==> src/hdl/msp_pkg.sv <==
// Shared types, codes and tables of the SysEx command parser.
package msp_pkg;

   localparam int MSP_QUEUE_DEPTH = 2;

   // result status codes
   localparam logic [1:0] MSP_STAT_REALTIME = 2'd0;
   localparam logic [1:0] MSP_STAT_REJECT   = 2'd1;
   localparam logic [1:0] MSP_STAT_CONSUMED = 2'd2;
   localparam logic [1:0] MSP_STAT_TIMEOUT  = 2'd3;

   localparam logic       MSP_MODE_TIMEOUT  = 1'b1;

   localparam logic [2:0] MSP_HDR_LEN       = 3'd5;
   localparam logic [7:0] MSP_SYSEX_END     = 8'hF7;
   localparam logic [7:0] MSP_REALTIME_MIN  = 8'hF8;
   localparam logic [6:0] MSP_CMD_PING      = 7'h0F;
   localparam logic [6:0] MSP_CMD_IGNORE    = 7'h0E;
   localparam logic [7:0] MSP_CODE_ACK      = 8'h0F;
   localparam logic [7:0] MSP_CODE_DISACK   = 8'h0E;
   localparam logic [7:0] MSP_ARG_ACK       = 8'h00;
   localparam logic [7:0] MSP_ARG_DISACK    = 8'h0C;

   // beat positions inside a reply
   localparam logic [3:0] MSP_BEAT_DEV      = 4'd5;
   localparam logic [3:0] MSP_BEAT_CODE     = 4'd6;
   localparam logic [3:0] MSP_BEAT_ARG      = 4'd7;
   localparam logic [3:0] MSP_BEAT_END      = 4'd8;

   typedef struct packed {
      logic       reply;   // 1: nine-beat reply, 0: single plain result
      logic       ack;     // reply kind: 1 ACK, 0 DISACK
      logic [1:0] status;
      logic [7:0] port;
   } msp_job_type;

   function automatic logic [7:0] msp_hdr_byte(input logic [2:0] idx);
      logic [7:0] b;
      case (idx)
         3'd0:    b = 8'hF0;
         3'd1:    b = 8'h00;
         3'd2:    b = 8'h00;
         3'd3:    b = 8'h7E;
         3'd4:    b = 8'h4D;
         default: b = 8'h00;
      endcase
      return b;
   endfunction

endpackage

==> src/hdl/midi_sysex_command_parser.sv <==
// Throughput: one input item per cycle while the job queue is not full; a reply
// drains as nine result beats, one per cycle while rsp_ready is high, and the
// two-entry job queue back-pressures the input while it drains.
// Reset (synchronous): parser state, locked port, queue and rsp_valid cleared;
// device_id returns to 0.
module midi_sysex_command_parser import msp_pkg::*; #(
   parameter int QUEUE_DEPTH = MSP_QUEUE_DEPTH
) (
   input  logic       clock,
   input  logic       reset,
   input  logic       req_valid,
   output logic       req_ready,
   input  logic       req_mode,
   input  logic [7:0] req_port,
   input  logic [7:0] req_midi_byte,
   output logic       rsp_valid,
   input  logic       rsp_ready,
   output logic [1:0] rsp_status,
   output logic       rsp_has_byte,
   output logic [7:0] rsp_reply_byte,
   output logic [7:0] rsp_reply_port,
   output logic       rsp_last,
   input  logic       csr_valid,
   output logic       csr_ready,
   input  logic [6:0] csr_device_id
);

   logic [6:0]  device_id_ff;
   logic        push;
   logic        pop;
   logic        full;
   logic        empty;
   msp_job_type push_job;
   msp_job_type head;

   assign csr_ready = 1'b1;

   always_ff @(posedge clock) begin
      if (reset) begin
         device_id_ff <= 7'd0;
      end else if (csr_valid && csr_ready) begin
         device_id_ff <= csr_device_id;
      end
   end

   msp_front u_front (
      .clock         (clock),
      .reset         (reset),
      .req_valid     (req_valid),
      .req_ready     (req_ready),
      .req_mode      (req_mode),
      .req_port      (req_port),
      .req_midi_byte (req_midi_byte),
      .device_id     (device_id_ff),
      .push          (push),
      .push_job      (push_job),
      .full          (full)
   );

   msp_queue #(
      .DEPTH (QUEUE_DEPTH)
   ) u_queue (
      .clock    (clock),
      .reset    (reset),
      .push     (push),
      .push_job (push_job),
      .full     (full),
      .pop      (pop),
      .head     (head),
      .empty    (empty)
   );

   msp_back u_back (
      .clock          (clock),
      .reset          (reset),
      .head           (head),
      .empty          (empty),
      .pop            (pop),
      .device_id      (device_id_ff),
      .rsp_valid      (rsp_valid),
      .rsp_ready      (rsp_ready),
      .rsp_status     (rsp_status),
      .rsp_has_byte   (rsp_has_byte),
      .rsp_reply_byte (rsp_reply_byte),
      .rsp_reply_port (rsp_reply_port),
      .rsp_last       (rsp_last)
   );

endmodule

==> src/hdl/msp_front.sv <==
// Front end: parser state, message classification and job generation.
module msp_front import msp_pkg::*; (
   input  logic        clock,
   input  logic        reset,
   input  logic        req_valid,
   output logic        req_ready,
   input  logic        req_mode,
   input  logic [7:0]  req_port,
   input  logic [7:0]  req_midi_byte,
   input  logic [6:0]  device_id,
   output logic        push,
   output msp_job_type push_job,
   input  logic        full
);

   logic [2:0] hdr_cnt_ff, hdr_cnt_in;
   logic       in_msg_ff, in_msg_in;
   logic       have_cmd_ff, have_cmd_in;
   logic       extra_ff, extra_in;
   logic [6:0] cmd_ff, cmd_in;
   logic [7:0] lock_port_ff, lock_port_in;

   logic [2:0] hdr_nxt;
   logic       hdr_match;
   logic       same_port;

   assign req_ready = !full;
   assign push      = req_valid && req_ready;
   assign hdr_nxt   = hdr_cnt_ff + 3'd1;
   assign same_port = (req_port == lock_port_ff);
   assign hdr_match = (hdr_cnt_ff < MSP_HDR_LEN) ?
                      (req_midi_byte == msp_hdr_byte(hdr_cnt_ff)) :
                      (req_midi_byte == {1'b0, device_id});

   always_comb begin
      hdr_cnt_in      = hdr_cnt_ff;
      in_msg_in       = in_msg_ff;
      have_cmd_in     = have_cmd_ff;
      extra_in        = extra_ff;
      cmd_in          = cmd_ff;
      lock_port_in    = lock_port_ff;
      push_job.reply  = 1'b0;
      push_job.ack    = 1'b0;
      push_job.status = MSP_STAT_CONSUMED;
      push_job.port   = req_port;

      if (req_mode == MSP_MODE_TIMEOUT) begin
         push_job.status = MSP_STAT_TIMEOUT;
         if (in_msg_ff && same_port) begin
            hdr_cnt_in  = 3'd0;
            in_msg_in   = 1'b0;
            have_cmd_in = 1'b0;
            extra_in    = 1'b0;
            cmd_in      = 7'd0;
         end
      end else if (req_midi_byte >= MSP_REALTIME_MIN) begin
         push_job.status = MSP_STAT_REALTIME;
      end else if (in_msg_ff && !same_port) begin
         push_job.status = MSP_STAT_REJECT;
      end else begin
         lock_port_in = req_port;
         if (!in_msg_ff) begin
            if (hdr_match) begin
               hdr_cnt_in = hdr_nxt;
               if (hdr_nxt > MSP_HDR_LEN) begin
                  in_msg_in = 1'b1;
               end
            end else begin
               hdr_cnt_in  = 3'd0;
               in_msg_in   = 1'b0;
               have_cmd_in = 1'b0;
               extra_in    = 1'b0;
               cmd_in      = 7'd0;
            end
         end else if (req_midi_byte[7]) begin
            // status byte ends the message; F7 may trigger the reply
            if (req_midi_byte == MSP_SYSEX_END && have_cmd_ff) begin
               if (cmd_ff == MSP_CMD_PING) begin
                  if (!extra_ff) begin
                     push_job.reply = 1'b1;
                     push_job.ack   = 1'b1;
                  end
               end else if (cmd_ff != MSP_CMD_IGNORE) begin
                  push_job.reply = 1'b1;
               end
            end
            hdr_cnt_in  = 3'd0;
            in_msg_in   = 1'b0;
            have_cmd_in = 1'b0;
            extra_in    = 1'b0;
            cmd_in      = 7'd0;
         end else if (!have_cmd_ff) begin
            have_cmd_in = 1'b1;
            cmd_in      = req_midi_byte[6:0];
            if (req_midi_byte[6:0] == MSP_CMD_PING) begin
               extra_in = 1'b0;
            end else if (req_midi_byte[6:0] != MSP_CMD_IGNORE) begin
               push_job.reply = 1'b1;
               hdr_cnt_in     = 3'd0;
               in_msg_in      = 1'b0;
               have_cmd_in    = 1'b0;
               extra_in       = 1'b0;
               cmd_in         = 7'd0;
            end
         end else begin
            if (cmd_ff == MSP_CMD_PING) begin
               extra_in = 1'b1;
            end else if (cmd_ff != MSP_CMD_IGNORE) begin
               push_job.reply = 1'b1;
               hdr_cnt_in     = 3'd0;
               in_msg_in      = 1'b0;
               have_cmd_in    = 1'b0;
               extra_in       = 1'b0;
               cmd_in         = 7'd0;
            end
         end
      end
   end

   always_ff @(posedge clock) begin
      if (reset) begin
         hdr_cnt_ff   <= 3'd0;
         in_msg_ff    <= 1'b0;
         have_cmd_ff  <= 1'b0;
         extra_ff     <= 1'b0;
         cmd_ff       <= 7'd0;
         lock_port_ff <= 8'd0;
      end else if (push) begin
         hdr_cnt_ff   <= hdr_cnt_in;
         in_msg_ff    <= in_msg_in;
         have_cmd_ff  <= have_cmd_in;
         extra_ff     <= extra_in;
         cmd_ff       <= cmd_in;
         lock_port_ff <= lock_port_in;
      end
   end

endmodule

==> src/hdl/msp_queue.sv <==
// Short job queue between the parser front end and the reply back end.
module msp_queue import msp_pkg::*; #(
   parameter int DEPTH = MSP_QUEUE_DEPTH
) (
   input  logic        clock,
   input  logic        reset,
   input  logic        push,
   input  msp_job_type push_job,
   output logic        full,
   input  logic        pop,
   output msp_job_type head,
   output logic        empty
);

   localparam int PTR_W = $clog2(DEPTH);
   localparam int CNT_W = $clog2(DEPTH + 1);

   msp_job_type        slot_ff [DEPTH];
   logic [PTR_W-1:0]   wr_ptr_ff, wr_ptr_in;
   logic [PTR_W-1:0]   rd_ptr_ff, rd_ptr_in;
   logic [CNT_W-1:0]   count_ff, count_in;

   assign full  = (count_ff == CNT_W'(DEPTH));
   assign empty = (count_ff == '0);
   assign head  = slot_ff[rd_ptr_ff];

   always_comb begin
      wr_ptr_in = wr_ptr_ff;
      rd_ptr_in = rd_ptr_ff;
      count_in  = count_ff;
      if (push) begin
         wr_ptr_in = (wr_ptr_ff == PTR_W'(DEPTH - 1)) ? '0 : wr_ptr_ff + 1'b1;
      end
      if (pop) begin
         rd_ptr_in = (rd_ptr_ff == PTR_W'(DEPTH - 1)) ? '0 : rd_ptr_ff + 1'b1;
      end
      if (push && !pop) begin
         count_in = count_ff + 1'b1;
      end else if (pop && !push) begin
         count_in = count_ff - 1'b1;
      end
   end

   always_ff @(posedge clock) begin
      if (reset) begin
         wr_ptr_ff <= '0;
         rd_ptr_ff <= '0;
         count_ff  <= '0;
      end else begin
         wr_ptr_ff <= wr_ptr_in;
         rd_ptr_ff <= rd_ptr_in;
         count_ff  <= count_in;
      end
   end

   always_ff @(posedge clock) begin
      if (push) begin
         slot_ff[wr_ptr_ff] <= push_job;
      end
   end

endmodule

==> src/hdl/msp_back.sv <==
// Back end: expands queued jobs into result beats behind an output register.
module msp_back import msp_pkg::*; (
   input  logic        clock,
   input  logic        reset,
   input  msp_job_type head,
   input  logic        empty,
   output logic        pop,
   input  logic [6:0]  device_id,
   output logic        rsp_valid,
   input  logic        rsp_ready,
   output logic [1:0]  rsp_status,
   output logic        rsp_has_byte,
   output logic [7:0]  rsp_reply_byte,
   output logic [7:0]  rsp_reply_port,
   output logic        rsp_last
);

   logic [3:0] beat_ff, beat_in;
   logic       valid_ff, valid_in;
   logic [1:0] status_ff;
   logic       has_ff;
   logic [7:0] byte_ff;
   logic [7:0] port_ff;
   logic       last_ff;

   logic       slot_free;
   logic       load;
   logic       last_beat;
   logic [7:0] beat_byte;

   assign slot_free = !valid_ff || rsp_ready;
   assign load      = slot_free && !empty;
   assign last_beat = !head.reply || (beat_ff == MSP_BEAT_END);
   assign pop       = load && last_beat;

   always_comb begin
      case (beat_ff)
         MSP_BEAT_DEV:  beat_byte = {1'b0, device_id};
         MSP_BEAT_CODE: beat_byte = head.ack ? MSP_CODE_ACK : MSP_CODE_DISACK;
         MSP_BEAT_ARG:  beat_byte = head.ack ? MSP_ARG_ACK : MSP_ARG_DISACK;
         MSP_BEAT_END:  beat_byte = MSP_SYSEX_END;
         default:       beat_byte = msp_hdr_byte(beat_ff[2:0]);
      endcase
   end

   always_comb begin
      valid_in = valid_ff && !rsp_ready;
      beat_in  = beat_ff;
      if (load) begin
         valid_in = 1'b1;
         beat_in  = last_beat ? 4'd0 : beat_ff + 4'd1;
      end
   end

   always_ff @(posedge clock) begin
      if (reset) begin
         valid_ff <= 1'b0;
         beat_ff  <= 4'd0;
      end else begin
         valid_ff <= valid_in;
         beat_ff  <= beat_in;
      end
   end

   always_ff @(posedge clock) begin
      if (load) begin
         status_ff <= head.status;
         has_ff    <= head.reply;
         byte_ff   <= head.reply ? beat_byte : 8'd0;
         port_ff   <= head.reply ? head.port : 8'd0;
         last_ff   <= last_beat;
      end
   end

   assign rsp_valid      = valid_ff;
   assign rsp_status     = status_ff;
   assign rsp_has_byte   = has_ff;
   assign rsp_reply_byte = byte_ff;
   assign rsp_reply_port = port_ff;
   assign rsp_last       = last_ff;

endmodule

==> config.mk <==
export PLATFORM = sky130hd
export DESIGN_NAME = midi_sysex_command_parser
export DESIGN_NICKNAME = d
export VERILOG_FILES = /design/src/hdl/msp_pkg.sv /design/src/hdl/midi_sysex_command_parser.sv /design/src/hdl/msp_front.sv /design/src/hdl/msp_queue.sv /design/src/hdl/msp_back.sv
export SDC_FILE = /design/constraint.sdc
export NUM_CORES = 1
export LEC_CHECK = 0
export BUFFER_PORTS_ARGS = -buffer_cell sky130_fd_sc_hd__clkbuf_2
export CORE_MARGIN = 2
export CORE_UTILIZATION = 44
export CTS_CLUSTER_DIAMETER = 40
export DETAILED_ROUTE_END_ITERATION = 10
export PLACE_DENSITY = 0.65
export SLEW_MARGIN = 20
export SYNTH_ARGS = -nofsm -noshare
export SYNTH_HDL_FRONTEND = slang
export SYNTH_SLANG_ARGS = --single-unit
==> constraint.sdc <==
create_clock -name clock -period 3.3 [get_ports clock]
set_clock_uncertainty 0.1 [all_clocks]
set_input_delay 0.33 -clock clock [delete_from_list [all_inputs] [get_ports clock]]
set_output_delay 0.33 -clock clock [all_outputs]
set_load 0.03 [all_outputs]
---- Word level (Yosys, flattened, before mapping) ----
Memory sizes are Yosys's and may differ from the RTL's. A register that Yosys moved wholly into a read port is not among the register bits.
Index checks and enable logic that the tools add are counted.
cells by class
  add/sub/neg operators ................... 6
  $lt $le $gt $ge ......................... 3
  equal/unequal tests ..................... 27
  mux-type cells .......................... 86
  bitwise operators ....................... 3
  reduce and logical (&&, ||, !) cells .... 29
operators by type and width
  kind                                                   count
  2-to-1 mux 7 bit                                       12
  case mux 8 bit (3 select lines)                        2
  2-to-1 mux 1 bit                                       46
  2-to-1 mux 3 bit                                       12
  case mux 8 bit (4 select lines)                        1
  2-to-1 mux 2 bit                                       11
  inequality test 5 bit, second input constant           4
  == test 8 bit                                          2
  == test 7 x 4 -> 1 bit, second input constant          2
  inequality test 7 x 4 -> 1 bit, second input constant  2
  AND reduction 7 bit                                    2
  == test 4 x 3 -> 1 bit, second input constant          3
  inequality test 6 bit, second input constant           2
  logical AND 1 bit                                      9
  == test 8 x 7 -> 1 bit                                 1
  == test 8 bit, second input constant                   1
  >= comparator 8 bit, second input constant             1
  logical NOT 1 bit                                      8
  2-to-1 mux 4 bit                                       2
  AND reduction 4 bit                                    2
  AND reduction 8 bit                                    1
  == test 3 x 2 -> 1 bit, second input constant          2
  == test 3 bit, second input constant                   2
  logical NOT 3 bit                                      2
  other kinds (17)                                       22
word-level totals
  register bits ........................... 57
  memory bits (writable) .................. 24
  input port bits ......................... 29
  output and inout port bits .............. 23
  logic and storage cells ................. 172
  memories ................................ 1
memories
  memory           words  bits a word  read ports  clocked after Yosys merged registers in  wr ports  RTL line         text
  u_queue.slot_ff  2      12           1           1                                        1         msp_queue.sv:18  msp_job_type slot_ff [DEPTH];

---- Logic depth before layout (Yosys ltp) ----
  depth in word-level cells ............... 9
  gate-level depth with buffers ........... 11

---- Cells and area by module ----
From an unflattened synthesis, not the netlist that was laid out.
unflattened totals
  cells, all modules ...................... 367
  area total of the unflattened synthesis .. 4,057.6 sq um
by module, submodules not included
  module                     instances  cells each  area an instance (sq um)  seq. area each (sq um)
  msp_front                  1          181         1,493.9                   420.4
  msp_back                   1          103         1,236.2                   700.7
  msp_queue                  1          59          1,068.5                   820.8
  midi_sysex_command_parser  1          24          259.0                     140.1

---- Least setup slack after synthesis ----
Ideal clock, no wire load.
  kind .................................... register to register
  start point ............................. register u_front.hdr_cnt_ff[0]
  end point ............................... register u_front.cmd_ff[0]
  arrival ................................. 2.386 ns
  path slack .............................. 0.729 ns
  cell stages (with the launch flop) ...... 11
  buffers on the path ..................... 1
  clock period less this slack ............ 2.571 ns
  cell sequence ........................... dfxtp_1 > inv_1 > ha_1 > nor4b_2 > a311oi_1 > xor2_1 > or4_1 > o31a_1 > buf_6 > and2_4 > o31ai_2
on the way
  longest elaborated chain between the ends .. 6
  elaborated cells between the ends (all ways) .. 9
  classes of those cells .................. order compare (1); eq/ne (4); mux (2); reduce/logical (2)
RTL lines
  what                                         RTL line          text
  start: declaration                           msp_front.sv:16   logic [2:0] hdr_cnt_ff, hdr_cnt_in;
  start signal: assignment                     msp_front.sv:129  hdr_cnt_ff <= hdr_cnt_in;
  == test 3 bit, or another cell as far along  msp_pkg.sv:39     case (idx)
  case mux 8 bit (3 select lines)              msp_pkg.sv:39
  == test 8 bit                                msp_front.sv:32   (req_midi_byte == msp_hdr_byte(hdr_cnt_ff)) :
  2-to-1 mux 1 bit *                           msp_front.sv:31   assign hdr_match = (hdr_cnt_ff < MSP_HDR_LEN) ?
  inequality test 3 x 2 -> 1 bit (no line) *   n/a
  AND reduction 7 bit (no line) *              n/a
  end signal: assignment                       msp_front.sv:133  cmd_ff <= cmd_in;
  end: declaration                             msp_front.sv:20   logic [6:0] cmd_ff, cmd_in;
Every way passes the cells marked *; elsewhere a longest branch is shown, timed or not.
A chain may end at the register's enable or synchronous reset.

---- Worst setup path after layout ----
Ends and elaborated chain as after synthesis.

==> flow_summary.yaml <==
die:
  start_util_pct: 44.9
  die_w_microns: 97.9
  core_sq_um: 8640
  design.die.area_sq_um: 9580
  die_y_microns: 97.9
  io_pins: 52
  fp-row-count: 34
yosys:
  yosysSeqAreaShare_pct: 53.7
  synthXorXnorAreaFrac_pct: 3.84
  postSynth.asyncResetShare_pct: 0
  yosys.cell_types.count: 54
  syn_avg_cell_area_sq_um: 10.3
  synthFlopType: "edfxtp_1"
  synth_top_family_by_area: "simple AND/OR/NAND/NOR gates"
  ys_warn_count: 0
  netlist_instances: 377
  synthAdderAreaFrac_pct: 3.23
  synth_compound_area_share_pct: 11.5
  synth_mux_area_share_pct: 5.52
  ys_ff_latch: 82
  synth_area_sq_um: 3880
  synth_edf_count: 44
  syn_nets: 416
  synthSimpleGateAreaFrac_pct: 18.9
worst_setup_path:
  critPathCaptureType: "flop"
  r2r-end: "u_front.cmd_ff[0]"
  r2r_slack_ps: 440
  reg2regPathDepth: 9
  crit_start: "u_front.hdr_cnt_ff[0]"
  crit_end: "u_front.cmd_ff[0]"
  cp-start-kind: "flop"
  regToRegStartpoint: "u_front.hdr_cnt_ff[0]"
  slowest_stage: "dfxtp_1"
  cp_data_required_time_ps: 3460
  crit_chain: "inv_1, ha_1, nor4b_2, a311oi_1, xor2_1, or4_1, o31a_1, and2_4, o31ai_2"
  crit_arrival_ps: 3020
  crit_fanout: 9
  crit_type: "reg -> reg"
  max_stage_delay_ps: 460
pwr:
  p_leak_nw: 1.71
  ir_drop_uv: 275
  power_density_nw_per_um2: 716
timing:
  hold_viol: 0
  slew_violations: 0
  fin_crit_sh_pct: 86.5
  slew_headroom_pct: 47.6
  setup-violations-final: 0
  tns_ps: 0
  fin_crit_ps: 2860
  max_clock_freq_mhz: 350
  rsz0062_at_grt: "false"
  worst_pin_slew_ps: 786
clock_tree:
  clk_pin_slew_worst_paths_ps: 90
  root_buffer: "clkbuf_8"
  holdBufCountCts: 0
  cts-htree-levels: 3
  cts_tree: "yes"
  clock_path_buffers: 2
  cts_resized: 0
  clk_latency_ps: 360
  cts_buffers: 9
  numClockSinks: 82
  postCtsSetupBuffers: 0
drt:
  first_pass_iters: 4
  routed-wl-met3_microns: 288
  num_vias: 2906
  drt_iter0_drc: 111
  wl_met2_microns: 3780
  via_per_inst: 5.37
  wl_met1_microns: 3550
  top_layer_used: "met4"
  routedWlPerCell_microns: 14.3
  antenna_left: 0
  routed_wl_microns: 7740
  route.detailed.drc: 0
finish:
  seq_area_sq_um: 2080
  nNetsFinal: 467
  fillers: 825
  multi_input_area_sq_um: 1670
  areaGrowthSynthToFinish_pct: 15.4
  final_cell_mix: "clkbuf_2, edfxtp_1, nor2_1"
  fin_cells: 541
  drive_gt1_share_pct: 18.2
  final_common_cell: "clkbuf_2"
  fin_area_sq_um: 4480
  antenna_cells: 0
place:
  gp_congestion: 0.803
  hpwl_microns: 5480
  port_buffers: 50
  placed_cells: 525
  dpl_cell_area_sq_um: 4230
grt:
  grt_max_degree: 41
  gr-total-overflow: 0
  grt_pass1_vias: 2702
  grt_util_all_layers_pct: 16.8
  grt_pass1_wl_microns: 12900
  antenna_found_initial: 0
outcome:
  status: "finished clean"
min_path:
  hp-class: "in -> reg"
flow_run:
  maxCapViolations: 0
[Yosys cell counts (5+ instances only)]
cell	number	area [sq um]
and3_1	5	31.3
clkbuf_1	9	33.8
nand3_1	11	55.1
nor2_1	42	158
xor2_1	14	123
nand2_1	33	124
or3_1	5	31.3
dfxtp_1	38	761
nor3_1	9	45.0
edfxtp_1	44	1320
mux2i_1	18	180
o21ai_0	10	50.1
a21oi_1	31	155
nand2b_1	10	62.6
inv_1	14	52.6
ha_1	10	125
[per-stage QoR]
stage | hold slack, ps | util, % | power, W | setup slack (ps)
final | 96.0 | 51.8 | 0.00320 | 445
after global placement | 354 | 49.0 | 0.00231 | 577
after floorplan | 329 | - | 0.00207 | 729
after detailed placement | 359 | 49.0 | 0.00234 | 478
after CTS | 82.2 | 51.8 | 0.00323 | 469
after global routing | 88.9 | 51.8 | 0.00336 | 243
[metal layers]
| metal | track usage (%) | vias up |
|---|---|---|
| met5 | 0 | - |
| met4 | 5.24 | 0 |
| met3 | 4.87 | 9 |
| met2 | 27.8 | 62 |
| met1 | 21.3 | 1368 |
| li1 | - | 1467 |
[final cells by class]
class / instances / area share, %
well taps: 108 / 3.02
clock buffers: 9 / 2.77
flip-flops and latches: 82 / 46.5
multi-input cells: 265 / 37.3
repair buffers: 55 / 6.43
clock inverters: 7 / 2.77
inverters: 15 / 1.26
[critical path: cells and delay by family (launching register included)]
kind | cells | cell delay, ps
buffers and inverters | 1 | 130
and+or+nand+nor | 3 | 940
DFF | 1 | 460
xor gates and xnor gates | 1 | 160
adders and majority gates | 1 | 310
AOI/OAI and AO/OA | 3 | 670
[how the worst min path moves through the flow]
stage / from / endpoint / depth (start not counted)
2_1_floorplan: req_port[0] / u_queue.slot_ff[0][0] / 0
3_3_place_gp: u_front.lock_port_ff[1] / u_front.lock_port_ff[1] / 2
3_5_place_dp: u_front.lock_port_ff[3] / u_front.lock_port_ff[3] / 2
4_1_cts: req_port[1] / u_queue.slot_ff[1][1] / 1
5_1_grt: req_port[1] / u_queue.slot_ff[1][1] / 1
6_report: req_port[1] / u_queue.slot_ff[1][1] / 1
[report_power, final]
part	switching, W	internal [W]	total [W]	leakage (nW)
logic	0.000623	0.000280	0.000902	0.864
registers	0.0000750	0.00133	0.00141	0.722
clock network	0.000385	0.000509	0.000894	0.120
total	0.00108	0.00212	0.00320	1.71
[registers in the layout, indices dropped and copies added (netlist names), 2 cells and up, named ones only]
name / flops
device_id_ff: 7
u_back.beat_ff: 4
u_back.rsp_reply_byte: 8
u_back.rsp_reply_port: 8
u_back.rsp_status: 2
u_front.cmd_ff: 7
u_front.hdr_cnt_ff: 3
u_front.lock_port_ff: 8
u_queue.count_ff: 2
u_queue.slot_ff: 24
[kinds of logic after synthesis]
group / after synthesis
simple gates: 144
mux: 21
compound gates: 72
xor+xnor: 17
fa+ha+maj: 10
other cells: 1
buf+inv: 30
flops: 82
(Power assumes the default switching activity.)
